--- src/hdl/pidpi_pkg.sv ---
// pidpi_pkg: widths, register map and shared types of the pid controller
// no dependencies; imported by every module of the block
`timescale 1ns / 1ps

package pidpi_pkg;

  localparam int MEAS_W  = 16;            // measurement width
  localparam int TGT_W   = 16;            // setpoint width
  localparam int GAIN_W  = 24;            // signed q8.16 gain
  localparam int FRAC_W  = 16;            // fraction bits of the gains
  localparam int ERR_W   = MEAS_W + 1;    // target - measurement
  localparam int DIFF_W  = ERR_W + 1;     // e - last
  localparam int DD_W    = ERR_W + 2;     // e - 2*last + prev
  localparam int SUM_W   = 32;            // saturating error sum
  localparam int PROD_W  = GAIN_W + SUM_W;
  localparam int ACC_W   = PROD_W + 2;    // three products plus setpoint
  localparam int WHOLE_W = ACC_W - FRAC_W;
  localparam int OUT_W   = 32;
  localparam int QDEPTH  = 2;
  localparam int QPTR_W  = $clog2(QDEPTH);
  localparam int QCNT_W  = $clog2(QDEPTH + 1);
  localparam int ADDR_W  = 5;
  localparam int IDX_LSB = 2;
  localparam int DATA_W  = 32;

  typedef enum logic [ADDR_W-IDX_LSB-1:0] {
    REG_TARGET     = 3'd0,
    REG_GAIN_P     = 3'd1,
    REG_GAIN_I     = 3'd2,
    REG_GAIN_D     = 3'd3,
    REG_INCR_MODE  = 3'd4,
    REG_ADD_TARGET = 3'd5
  } reg_idx_t;

  typedef struct packed {
    logic signed [TGT_W-1:0]  target;
    logic signed [GAIN_W-1:0] gain_p;
    logic signed [GAIN_W-1:0] gain_i;
    logic signed [GAIN_W-1:0] gain_d;
    logic                     incr_mode;
    logic                     add_target;
  } cfg_t;

  // terms of one control step, ready for the multiply engine
  typedef struct packed {
    logic signed [DIFF_W-1:0] tp;
    logic signed [SUM_W-1:0]  ti;
    logic signed [DD_W-1:0]   td;
  } work_t;

  typedef struct packed {
    logic busy;
    logic fin_valid;
    logic fin_hold;
  } back_stat_t;

endpackage

--- src/hdl/pidpi_front.sv ---
// pidpi_front: accepts measurements, forms the error, keeps the error history
// and sum, and pushes the three control terms into the queue; uses pidpi_pkg
`timescale 1ns / 1ps

module pidpi_front import pidpi_pkg::*; (
  input  logic                     clk,
  input  logic                     rst,
  input  cfg_t                     cfg,
  input  logic                     in_valid,
  output logic                     in_stall,
  input  logic signed [MEAS_W-1:0] measurement,
  input  logic                     q_full,
  output logic                     q_push,
  output work_t                    q_wdata
);

  localparam logic signed [SUM_W-1:0] SUM_MAX = {1'b0, {(SUM_W-1){1'b1}}};
  localparam logic signed [SUM_W-1:0] SUM_MIN = {1'b1, {(SUM_W-1){1'b0}}};

  logic signed [ERR_W-1:0]  err;
  logic signed [ERR_W-1:0]  last_error;
  logic signed [ERR_W-1:0]  error_before_last;
  logic signed [SUM_W-1:0]  error_sum;
  logic signed [SUM_W-1:0]  error_sum_next;
  logic signed [SUM_W:0]    sum_wide;
  logic signed [DIFF_W-1:0] diff1;
  logic signed [DD_W-1:0]   diff2;

  assign in_stall = q_full;
  assign q_push   = in_valid && !q_full;

  always_comb begin
    err      = ERR_W'(cfg.target) - ERR_W'(measurement);
    sum_wide = (SUM_W+1)'(error_sum) + (SUM_W+1)'(err);
    if (sum_wide[SUM_W] != sum_wide[SUM_W-1]) begin
      error_sum_next = sum_wide[SUM_W] ? SUM_MIN : SUM_MAX;
    end else begin
      error_sum_next = sum_wide[SUM_W-1:0];
    end
    diff1 = DIFF_W'(err) - DIFF_W'(last_error);
    diff2 = DD_W'(err) - (DD_W'(last_error) <<< 1) + DD_W'(error_before_last);
    if (cfg.incr_mode) begin
      q_wdata.tp = diff1;
      q_wdata.ti = SUM_W'(err);
      q_wdata.td = diff2;
    end else begin
      q_wdata.tp = DIFF_W'(err);
      q_wdata.ti = error_sum_next;
      q_wdata.td = DD_W'(diff1);
    end
  end

  always_ff @(posedge clk) begin
    if (rst) begin
      error_sum         <= '0;
      last_error        <= '0;
      error_before_last <= '0;
    end else if (q_push) begin
      error_sum         <= error_sum_next;
      error_before_last <= last_error;
      last_error        <= err;
    end
  end

endmodule

--- src/hdl/pidpi_queue.sv ---
// pidpi_queue: short fifo of control terms between front and back
// uses pidpi_pkg for the entry type and depth
`timescale 1ns / 1ps

module pidpi_queue import pidpi_pkg::*; (
  input  logic              clk,
  input  logic              rst,
  input  logic              push,
  input  work_t             wdata,
  output logic              full,
  input  logic              pop,
  output work_t             rdata,
  output logic              valid,
  output logic [QCNT_W-1:0] count
);

  work_t             entries [QDEPTH];
  logic [QPTR_W-1:0] wr_ptr;
  logic [QPTR_W-1:0] rd_ptr;

  assign full  = (count == QCNT_W'(QDEPTH));
  assign valid = (count != '0);
  assign rdata = entries[rd_ptr];

  always_ff @(posedge clk) begin
    if (push) begin
      entries[wr_ptr] <= wdata;
    end
  end

  always_ff @(posedge clk) begin
    if (rst) begin
      wr_ptr <= '0;
      rd_ptr <= '0;
      count  <= '0;
    end else begin
      if (push) begin
        wr_ptr <= (wr_ptr == QPTR_W'(QDEPTH - 1)) ? '0 : wr_ptr + 1'b1;
      end
      if (pop) begin
        rd_ptr <= (rd_ptr == QPTR_W'(QDEPTH - 1)) ? '0 : rd_ptr + 1'b1;
      end
      count <= count + QCNT_W'(push) - QCNT_W'(pop);
    end
  end

endmodule

--- src/hdl/pidpi_back.sv ---
// pidpi_back: shared multiplier stepping through the three gain products,
// then truncation toward zero, saturation and the output register; uses pidpi_pkg
`timescale 1ns / 1ps

module pidpi_back import pidpi_pkg::*; (
  input  logic                    clk,
  input  logic                    rst,
  input  cfg_t                    cfg,
  input  logic                    q_valid,
  input  work_t                   q_rdata,
  output logic                    q_pop,
  output logic                    out_valid,
  input  logic                    out_stall,
  output logic signed [OUT_W-1:0] drive,
  output back_stat_t              stat
);

  typedef enum logic [1:0] {
    ST_P,
    ST_I,
    ST_D,
    ST_ADD
  } step_t;

  localparam logic signed [OUT_W-1:0] OUT_MAX = {1'b0, {(OUT_W-1){1'b1}}};
  localparam logic signed [OUT_W-1:0] OUT_MIN = {1'b1, {(OUT_W-1){1'b0}}};

  step_t                      step;
  logic                       busy;
  work_t                      cur;
  logic signed [PROD_W-1:0]   prod;
  logic signed [PROD_W-1:0]   prod_next;
  logic signed [ACC_W-1:0]    acc;
  logic signed [ACC_W-1:0]    base;
  logic signed [ACC_W-1:0]    fin;
  logic                       fin_valid;
  logic signed [GAIN_W-1:0]   gain_sel;
  logic signed [SUM_W-1:0]    term_sel;
  logic signed [WHOLE_W-1:0]  whole;
  logic signed [WHOLE_W-1:0]  whole_rnd;
  logic signed [OUT_W-1:0]    drive_next;
  logic                       out_free;
  logic                       fin_free;
  logic                       advance;
  logic                       load;

  assign out_free = !out_valid || !out_stall;
  assign fin_free = !fin_valid || out_free;
  assign advance  = busy && ((step != ST_ADD) || fin_free);
  assign load     = q_valid && (!busy || ((step == ST_ADD) && fin_free));
  assign q_pop    = load;

  assign stat.busy      = busy;
  assign stat.fin_valid = fin_valid;
  assign stat.fin_hold  = fin_valid && !out_free;

  always_comb begin
    case (step)
      ST_P: begin
        gain_sel = cfg.gain_p;
        term_sel = SUM_W'(cur.tp);
      end
      ST_I: begin
        gain_sel = cfg.gain_i;
        term_sel = cur.ti;
      end
      ST_D: begin
        gain_sel = cfg.gain_d;
        term_sel = SUM_W'(cur.td);
      end
      default: begin
        gain_sel = '0;
        term_sel = '0;
      end
    endcase
    prod_next = gain_sel * term_sel;
    base      = cfg.add_target ? (ACC_W'(cfg.target) <<< FRAC_W) : '0;
  end

  // truncate toward zero: bump the floor when negative with a fraction left
  always_comb begin
    whole     = WHOLE_W'(fin >>> FRAC_W);
    whole_rnd = whole + WHOLE_W'(fin[ACC_W-1] && (fin[FRAC_W-1:0] != '0));
    if ((&whole_rnd[WHOLE_W-1:OUT_W-1]) || !(|whole_rnd[WHOLE_W-1:OUT_W-1])) begin
      drive_next = whole_rnd[OUT_W-1:0];
    end else begin
      drive_next = whole_rnd[WHOLE_W-1] ? OUT_MIN : OUT_MAX;
    end
  end

  always_ff @(posedge clk) begin
    if (rst) begin
      busy      <= 1'b0;
      step      <= ST_P;
      fin_valid <= 1'b0;
      out_valid <= 1'b0;
    end else begin
      if (advance) begin
        case (step)
          ST_P: begin
            prod <= prod_next;
            step <= ST_I;
          end
          ST_I: begin
            prod <= prod_next;
            acc  <= base + ACC_W'(prod);
            step <= ST_D;
          end
          ST_D: begin
            prod <= prod_next;
            acc  <= acc + ACC_W'(prod);
            step <= ST_ADD;
          end
          ST_ADD: begin
            fin  <= acc + ACC_W'(prod);
            busy <= 1'b0;
            step <= ST_P;
          end
          default: begin
            step <= ST_P;
          end
        endcase
      end
      if (load) begin
        cur  <= q_rdata;
        busy <= 1'b1;
        step <= ST_P;
      end

      if (fin_valid && out_free) begin
        fin_valid <= 1'b0;
      end
      if (advance && (step == ST_ADD)) begin
        fin_valid <= 1'b1;
      end

      if (fin_valid && out_free) begin
        out_valid <= 1'b1;
        drive     <= drive_next;
      end else if (out_valid && !out_stall) begin
        out_valid <= 1'b0;
      end
    end
  end

endmodule

--- src/hdl/pid_controller_pos_incr.sv ---
// pid_controller_pos_incr: top level with the apb register file, front,
// term queue and multiply back end; uses pidpi_pkg and the pidpi_* modules
//
//   channel   direction  signals                           transaction when
//   input     in         in_valid, in_stall, measurement   in_valid && !in_stall
//   output    out        out_valid, out_stall, drive       out_valid && !out_stall
//   config    in/out     psel, penable, pwrite, paddr,     psel && penable &&
//                        pwdata, prdata, pready            pwrite && pready
//
// the front takes one measurement a cycle while the two-entry queue has room
// the back end shares one 24x32 multiplier over three products in steps ST_P,
// ST_I and ST_D, adds in step ST_ADD and may load the next entry during ST_ADD;
// a sample goes through queue, these steps, finish and output registers to drive
// synchronous reset clears error history, sum, queue and valids; registers
// return to zero with add_target set
// a stalled output holds drive; one more result waits in the finish stage
`timescale 1ns / 1ps

module pid_controller_pos_incr import pidpi_pkg::*; (
  input  logic                     clk,
  input  logic                     rst,
  input  logic                     in_valid,
  output logic                     in_stall,
  input  logic signed [MEAS_W-1:0] measurement,
  output logic                     out_valid,
  input  logic                     out_stall,
  output logic signed [OUT_W-1:0]  drive,
  input  logic                     psel,
  input  logic                     penable,
  input  logic                     pwrite,
  input  logic [ADDR_W-1:0]        paddr,
  input  logic [DATA_W-1:0]        pwdata,
  output logic [DATA_W-1:0]        prdata,
  output logic                     pready
);

  cfg_t              cfg;
  reg_idx_t          reg_idx;
  logic              wr_en;
  logic              q_push;
  logic              q_full;
  work_t             q_wdata;
  logic              q_pop;
  logic              q_valid;
  work_t             q_rdata;
  logic [QCNT_W-1:0] q_count;
  back_stat_t        bstat;

  assign pready  = 1'b1;
  assign wr_en   = psel && penable && pwrite && pready;
  assign reg_idx = reg_idx_t'(paddr[ADDR_W-1:IDX_LSB]);

  always_ff @(posedge clk) begin
    if (rst) begin
      cfg.target     <= '0;
      cfg.gain_p     <= '0;
      cfg.gain_i     <= '0;
      cfg.gain_d     <= '0;
      cfg.incr_mode  <= 1'b0;
      cfg.add_target <= 1'b1;
    end else if (wr_en) begin
      case (reg_idx)
        REG_TARGET:     cfg.target     <= pwdata[TGT_W-1:0];
        REG_GAIN_P:     cfg.gain_p     <= pwdata[GAIN_W-1:0];
        REG_GAIN_I:     cfg.gain_i     <= pwdata[GAIN_W-1:0];
        REG_GAIN_D:     cfg.gain_d     <= pwdata[GAIN_W-1:0];
        REG_INCR_MODE:  cfg.incr_mode  <= pwdata[0];
        REG_ADD_TARGET: cfg.add_target <= pwdata[0];
        default: begin
        end
      endcase
    end
  end

  always_comb begin
    case (reg_idx)
      REG_TARGET:     prdata = DATA_W'(cfg.target);
      REG_GAIN_P:     prdata = DATA_W'(cfg.gain_p);
      REG_GAIN_I:     prdata = DATA_W'(cfg.gain_i);
      REG_GAIN_D:     prdata = DATA_W'(cfg.gain_d);
      REG_INCR_MODE:  prdata = DATA_W'(cfg.incr_mode);
      REG_ADD_TARGET: prdata = DATA_W'(cfg.add_target);
      default:        prdata = '0;
    endcase
  end

  pidpi_front u_front (
    .clk         (clk),
    .rst         (rst),
    .cfg         (cfg),
    .in_valid    (in_valid),
    .in_stall    (in_stall),
    .measurement (measurement),
    .q_full      (q_full),
    .q_push      (q_push),
    .q_wdata     (q_wdata)
  );

  pidpi_queue u_queue (
    .clk   (clk),
    .rst   (rst),
    .push  (q_push),
    .wdata (q_wdata),
    .full  (q_full),
    .pop   (q_pop),
    .rdata (q_rdata),
    .valid (q_valid),
    .count (q_count)
  );

  pidpi_back u_back (
    .clk       (clk),
    .rst       (rst),
    .cfg       (cfg),
    .q_valid   (q_valid),
    .q_rdata   (q_rdata),
    .q_pop     (q_pop),
    .out_valid (out_valid),
    .out_stall (out_stall),
    .drive     (drive),
    .stat      (bstat)
  );

`ifndef SYNTHESIS
  a_pop_nonempty : assert property (@(posedge clk) disable iff (rst)
    q_pop |-> q_valid)
    else $error("term queue popped while empty");

  a_queue_bound : assert property (@(posedge clk) disable iff (rst)
    q_count <= QCNT_W'(QDEPTH))
    else $error("term queue count beyond depth");

  a_fin_held : assert property (@(posedge clk) disable iff (rst)
    bstat.fin_hold |=> bstat.fin_valid)
    else $error("finished result lost while output stalled");

  a_busy_after_pop : assert property (@(posedge clk) disable iff (rst)
    q_pop |=> bstat.busy)
    else $error("back end idle after taking a queue entry");
`endif

endmodule
--- config.mk ---
export PLATFORM = sky130hd
export DESIGN_NAME = pid_controller_pos_incr
export DESIGN_NICKNAME = d
export VERILOG_FILES = /design/src/hdl/pidpi_pkg.sv /design/src/hdl/pidpi_front.sv /design/src/hdl/pidpi_queue.sv /design/src/hdl/pidpi_back.sv /design/src/hdl/pid_controller_pos_incr.sv
export SDC_FILE = /design/constraint.sdc
export NUM_CORES = 2
export LEC_CHECK = 0
export ABC_AREA = 1
export BUFFER_PORTS_ARGS = -buffer_cell sky130_fd_sc_hd__buf_2
export CORE_ASPECT_RATIO = 2
export CORE_MARGIN = 2
export CORE_UTILIZATION = 55
export CTS_CLUSTER_SIZE = 28
export DETAILED_ROUTE_END_ITERATION = 10
export GPL_TIMING_DRIVEN = 0
export HOLD_SLACK_MARGIN = 0.12
export PLACE_DENSITY = 0.71
export RECOVER_POWER = 100
export SLEW_MARGIN = 20
export SYNTH_ARGS = -nofsm -noshare
export SYNTH_HDL_FRONTEND = slang
export SYNTH_SLANG_ARGS = --single-unit
--- constraint.sdc ---
create_clock -name clk -period 10.22 [get_ports clk]
set_input_delay 0.511 -clock clk [delete_from_list [all_inputs] [get_ports clk]]
set_output_delay 0.511 -clock clk [all_outputs]
set_load 0.02 [all_outputs]
==> metrics list, run 1 <==
- Total track usage: 66.69%
- Top-level I/O count: 127
- Among all flip-flop cells after synthesis, the most frequent one is sky130_fd_sc_hd__edfxtp_1.
- Post-synth net total: 9366
- Number of enable flip-flop cells after synthesis: 411
* Err: [ERROR GRT-0116] Global routing finished with congestion. Check the congestion regions in the DRC Viewer.
- Number of warnings printed during yosys synthesis: 0
- Num rows: 176
- After synthesis, the mean cell area works out to 7.796 um2.
- Counting every sink on the clock net gives 576.
- The mapped netlist covers 0.06364 mm2.
* RD Place Congestion: 1.305
* Post-placement worst setup slack: -0.9931 ns
- Global-route congestion overflow total: 521
- Synthesis instantiated 54 different standard cells from the library.
- Maximum root-to-sink buffer count: 3
- Status: stopped before the end
- The number of setup buffers added after CTS is 0.
- The share of the Yosys chip area taken by registers is 24.58%.
* Post-DP HPWL: 253400 um
- The die is 485.1 um tall.
- The number of global-route vias before repair came to 71580.
* First-pass GRT wire length: 570400 um
- Of all flip-flops after synthesis, the portion carrying an async set or reset was 0%.
- Cells after synthesis: 8163
- In this run the tool buffered the top-level ports with 113 buffer cells.
- In this run, synthesis produced a sequential element count of 576.
- Entering global routing, the biggest net connects 30 pins.
* Level count of the clock H-tree: 2
- Once placement completed, the tool counted placed cells totaling 9817.
- Initial core utilization: 55.36%
* Die X-Extent: 244.5 um
- Stage where the run ended: 5_1_grt
- Total CTS buffers: 55
* Master cell of the clock root buffer: sky130_fd_sc_hd__clkbuf_16
## stage by stage
stage / instance area (um2) / TNS (ns)
2_1_floorplan: 63640 / 0
3_3_place_gp: 66100 / -17.08
3_5_place_dp: 66620 / -2.362
4_1_cts: 68830 / 0
## cells by family after synthesis
kind of cell	share of synthesized area, %
other cells	0.005893
buf+inv	9.976
compound gates	7.499
flops	24.58
xor+xnor	2.285
fa+ha+maj	31.97
simple gates	23.68
## what timing repair did
item,CTS
hold endpoints to repair,35
endpoints found under the setup margin,14
resized for setup,27
hold buffers,22
## synth_stat cells (18+ instances only)
| master | n | area, um2 |
|---|---|---|
| sky130_fd_sc_hd__nand2_1 | 2167 | 8134 |
| sky130_fd_sc_hd__ha_1 | 338 | 4229 |
| sky130_fd_sc_hd__nor2_1 | 1015 | 3810 |
| sky130_fd_sc_hd__and2_1 | 20 | 125.1 |
| sky130_fd_sc_hd__a21oi_1 | 374 | 1872 |
| sky130_fd_sc_hd__a21o_1 | 20 | 150.1 |
| sky130_fd_sc_hd__buf_2 | 19 | 95.09 |
| sky130_fd_sc_hd__o21ai_0 | 334 | 1672 |
| sky130_fd_sc_hd__o21bai_1 | 38 | 285.3 |
| sky130_fd_sc_hd__dfxtp_1 | 165 | 3303 |
| sky130_fd_sc_hd__fa_1 | 805 | 16120 |
| sky130_fd_sc_hd__xnor2_1 | 42 | 367.9 |
| sky130_fd_sc_hd__nand4_1 | 65 | 406.6 |
| sky130_fd_sc_hd__inv_1 | 1398 | 5248 |
| sky130_fd_sc_hd__edfxtp_1 | 411 | 12340 |
| sky130_fd_sc_hd__a22oi_1 | 22 | 165.2 |
| sky130_fd_sc_hd__xor2_1 | 124 | 1086 |
| sky130_fd_sc_hd__a31oi_1 | 25 | 156.4 |
| sky130_fd_sc_hd__buf_1 | 26 | 97.59 |
| sky130_fd_sc_hd__clkbuf_1 | 182 | 683.2 |
| sky130_fd_sc_hd__nand3_1 | 362 | 1812 |
| sky130_fd_sc_hd__nor3_1 | 35 | 175.2 |
| sky130_fd_sc_hd__or2_2 | 18 | 112.6 |
## routing by layer
layer / GRT usage, % / overflow
met1: 60.56 / 5
met2: 91.57 / 294
met3: 45.20 / 17
met4: 73.71 / 204
met5: 13.46 / 1
==> run 2: changes to the inputs <==
--- a/config.mk
+++ b/config.mk
@@ -7,14 +7,11 @@
 export LEC_CHECK = 0
 export ABC_AREA = 1
 export BUFFER_PORTS_ARGS = -buffer_cell sky130_fd_sc_hd__buf_2
-export CORE_ASPECT_RATIO = 2
 export CORE_MARGIN = 2
-export CORE_UTILIZATION = 55
-export CTS_CLUSTER_SIZE = 28
+export CORE_UTILIZATION = 40
 export DETAILED_ROUTE_END_ITERATION = 10
 export GPL_TIMING_DRIVEN = 0
-export HOLD_SLACK_MARGIN = 0.12
-export PLACE_DENSITY = 0.71
+export PLACE_DENSITY_LB_ADDON = 0.15
 export RECOVER_POWER = 100
 export SLEW_MARGIN = 20
 export SYNTH_ARGS = -nofsm -noshare
==> metrics list, run 2 <==
- The flow ran to the end, but the final reports show violations.
* Failing checks: max-capacitance violations, max-slew violations
* Max-cap violations: 4
* Number of iterations in the first detailed-routing pass: 6
- The critical path in this run is classified as register to register.
* Signal arrival time at the worst endpoint: 10.48 ns
- RD Place Congestion: 1.073 (-18%)
- The final count of pins violating max slew was 70.
- The later pin in the worst-skew pair is clocked with a latency of 0.66 ns.
- The post-synthesis cell type count came to 54 (unchanged).
* Most common cell after layout, fill and taps aside: sky130_fd_sc_hd__nand2_1
- Via count of the first global-routing pass: 55572
- The share of flip-flops with an asynchronous set or reset after synthesis is 0% (unchanged).
* Area of placed instances: 0.06737 mm2 (+1.1%)
- VDD sags by at most 149.2 uV.
- Top-level I/O count: 127 (unchanged)
- Post-synth top cells: sky130_fd_sc_hd__nand2_1, sky130_fd_sc_hd__inv_1, sky130_fd_sc_hd__nor2_1, sky130_fd_sc_hd__fa_1, sky130_fd_sc_hd__edfxtp_1
* Area of the placeable core: 0.1582 mm2
- CTS tree: built
* Ratio of cells with drive above 1 in the final layout: 3.110%
- Maximum root-to-sink buffer count: 3 (unchanged)
- Initial core utilization: 40.23% (-15 points)
* DRC violations left: 0
- Post-synth net total: 9366 (unchanged)
- Total track usage: 31.56%
- Wires add up to 256500 um.
- Number of enable flip-flop cells after synthesis: 411 (unchanged)
* Number of warnings printed during yosys synthesis: 0 (unchanged)
- Share of synthesized area occupied by flip-flops and latches: 24.58% (unchanged)
* Post-placement worst setup slack: -0.2728 ns (+0.7203 ns)
- Area leader, netlist: sky130_fd_sc_hd__fa_1
* Die Outline Area: 0.1623 mm2
- Leading cell type by number of instances after synthesis: sky130_fd_sc_hd__nand2_1
- Number of vias after detailed routing: 55854
- Registers with the most flip-flops: u_queue.entries x138, cfg x90, u_back.cur x69
* Critical path fanouts, max: 10
* Cells after synthesis: 8163 (unchanged)
- Setup TNS: 0 ns
* Global-route congestion overflow total: 0
- The worst path uses 98.93% of the clock period.
- In this run the remaining antenna-violating nets after routing total 0.
* Clock-pin slew on the worst setup and hold paths: 0.06 ns
* Post-layout worst setup margin: 0.1098 ns
- The number of buffers inserted for hold repair after clock tree synthesis came to 0 (-100%).
* Post-DP HPWL: 217500 um (-14%)
- After detailed routing, the number of vias per cell comes to 5.320.
- After detailed routing, the average wire length per cell comes to 24.43 um.
- Worst R2R Start: u_back.step[0]$_SDFFE_PP0P_
- Top-area cell type share of the netlist area: 25.32% (unchanged)
* Final Instance Area: 0.06921 mm2
- Setup violations remaining at the end of the flow were counted as 0.
* Unrepaired setup endpoints after global routing: true
- The library cells used most frequently in the layout, excluding fill and tap cells, are sky130_fd_sc_hd__nand2_1, sky130_fd_sc_hd__inv_1, sky130_fd_sc_hd__nor2_1.
* Level count of the clock H-tree: 3 (+1)
- The register with the most flip-flops in the final layout is u_queue.entries.
- Entering global routing, the biggest net connects 29 pins.
- For the worst setup path, the data required time is 10.59 ns.
* Top achievable clock speed: 0.09891 GHz
* Die X-Extent: 402.9 um (+65%)
- The number of CTS-inserted buffers is 69 (+25%).
* Number of nets in the final layout: 9572
- The die outline height was 402.9 um (-17%).
- Post-layout total power: 11210 uW
- Initial detailed-routing violation count: 4995
- The netlist area before placement was 0.06364 mm2 (unchanged).
* Worst clock skew: 0.03624 ns
* Number of stages on the worst hold path: 3
- The row count was 146 (-17%).
- For the pin with the worst max-slew slack, the measured transition is 1.703 ns.
* Top area cells in the synthesized netlist: sky130_fd_sc_hd__fa_1, sky130_fd_sc_hd__edfxtp_1, sky130_fd_sc_hd__nand2_1
- Master cell of the clock root buffer: sky130_fd_sc_hd__clkbuf_16
* Setup crit start: u_back.step[0]$_SDFFE_PP0P_
- Capturing element type of the critical path: register
- Final hold viol count: 0
- Power per unit of standard cell area: 162.0 mW/mm2
* Count of clock tree sinks: 576 (unchanged)
- The port buffer count is 113 (unchanged).
- Initial antenna violation count: 15
- Most used flip-flop cell after synthesis: sky130_fd_sc_hd__edfxtp_1
- Area added between synthesis and finish: 8.747%
* Flip-flop count of the largest register after layout: 138
- Startpoint of the most critical hold path: pwdata[3]
- Max_slew headroom: -13.98%
- Startpoint kind of the worst setup timing path: register
- The routed design could run at a clock period as short as 10.11 ns.
- The flip-flop and latch count after synthesis was 576 (unchanged).
- First-pass GRT wire length: 372700 um
- Classification of the worst-slack hold path: primary input to register
- The post-synthesis average cell area is 7.796 um2 (unchanged).
- Counting cells, the worst reg-to-reg path comes to 26.
- Summed over all cells, the static leakage comes to 0.03310 uW.
==> run 2: cell counts after synthesis <==
Identical to the previous run, type by type.
==> run 2: kinds of logic after synthesis <==
group / Yosys count / synth area share [%]
AO/OA/AOI/OAI: 871 / 7.499
adder cells (fa/ha/maj): 1143 / 31.97
flip-flops: 576 / 24.58
buffers and inverters: 1660 / 9.976
XOR/XNOR: 166 / 2.285
AND/OR/NAND/NOR: 3746 / 23.68
other: 1 / 0.005893
==> run 2: final timing paths <==
kind / slack (ns) / endpoint
worst max register to register: 0.11 / u_back.prod[52]$_DFFE_PP_
worst max-delay path: 0.11 / u_back.prod[52]$_DFFE_PP_
worst min register to register: 0.47 / u_queue.count[1]$_SDFF_PP0_
worst min-delay path: 0.15 / cfg[77]$_SDFFE_PP0P_
==> run 2: repair_timing <==
| item | in CTS | in global routing |
|---|---|---|
| endpoints found under the setup margin | 11 | 20 |
| buffers inserted | 0 | 2 |
| hold endpoints to repair | 0 | 0 |
| gates resized for setup | 5 | 36 |
| pin swaps | 0 | 0 |
| cloned | 0 | 0 |
==> run 2: stage by stage <==
step                      hold WS, ns  util (%)  instances
final                          0.1539     43.75      10498
after global routing           0.1574     43.75      10497
after CTS                      0.1123     44.01      10498
after detailed placement       0.4594     42.59      10372
after global placement         0.4516     42.22      10348
after floorplan                0.4389         -       8163
==> run 2: layout make-up <==
cell class	instances	area (um2)
clock buffers	86	1822
well taps	2072	2592
clock inverters	41	420.4
fillers	16291	88990
multi-input cells	5927	41780
plain buffers	242	999.7
diodes	1	2.502
repair buffers	139	630.6
flip-flops and latches	576	15650
inverters	1414	5315
==> run 2: power by group <==
group          switching [uW]  internal, uW
clock network            1040          1450
registers                 177          3080
logic                    4100          1360
total                    5320          5890
==> run 2: critical path: stages, from the launching register on <==
cell	delay, ns
sky130_fd_sc_hd__dfxtp_1	0.38
sky130_fd_sc_hd__inv_1	0.08
sky130_fd_sc_hd__ha_1	0.30
sky130_fd_sc_hd__inv_1	0.26
sky130_fd_sc_hd__clkbuf_1	0.71
sky130_fd_sc_hd__o221ai_1	0.68
sky130_fd_sc_hd__nand2_1	0.29
sky130_fd_sc_hd__clkbuf_2	0.63
sky130_fd_sc_hd__nor2_1	0.12
sky130_fd_sc_hd__fa_1	0.63
sky130_fd_sc_hd__inv_1	0.17
sky130_fd_sc_hd__fa_1	0.52
sky130_fd_sc_hd__fa_1	0.66
sky130_fd_sc_hd__clkinvlp_4	0.25
sky130_fd_sc_hd__clkbuf_1	0.24
sky130_fd_sc_hd__fa_1	0.49
sky130_fd_sc_hd__fa_1	0.57
sky130_fd_sc_hd__fa_1	0.44
sky130_fd_sc_hd__fa_1	0.48
sky130_fd_sc_hd__ha_1	0.48
sky130_fd_sc_hd__nand2_1	0.12
sky130_fd_sc_hd__nor2_1	0.17
sky130_fd_sc_hd__inv_1	0.09
sky130_fd_sc_hd__nor4_1	0.45
sky130_fd_sc_hd__o21ai_0	0.31
sky130_fd_sc_hd__nand4_1	0.17
sky130_fd_sc_hd__nand2_1	0.09
==> run 2: per-layer routing <==
layer	GRT usage, %	vias to the layer above	share of wire [%]
met2	51.12	2149	46
met3	5.789	488	7.6
met1	40.92	27409	41
met4	14.71	10	5.9
met5	0	-	0.027
li1	-	25798	-
Power figures use the tool's default switching activity.
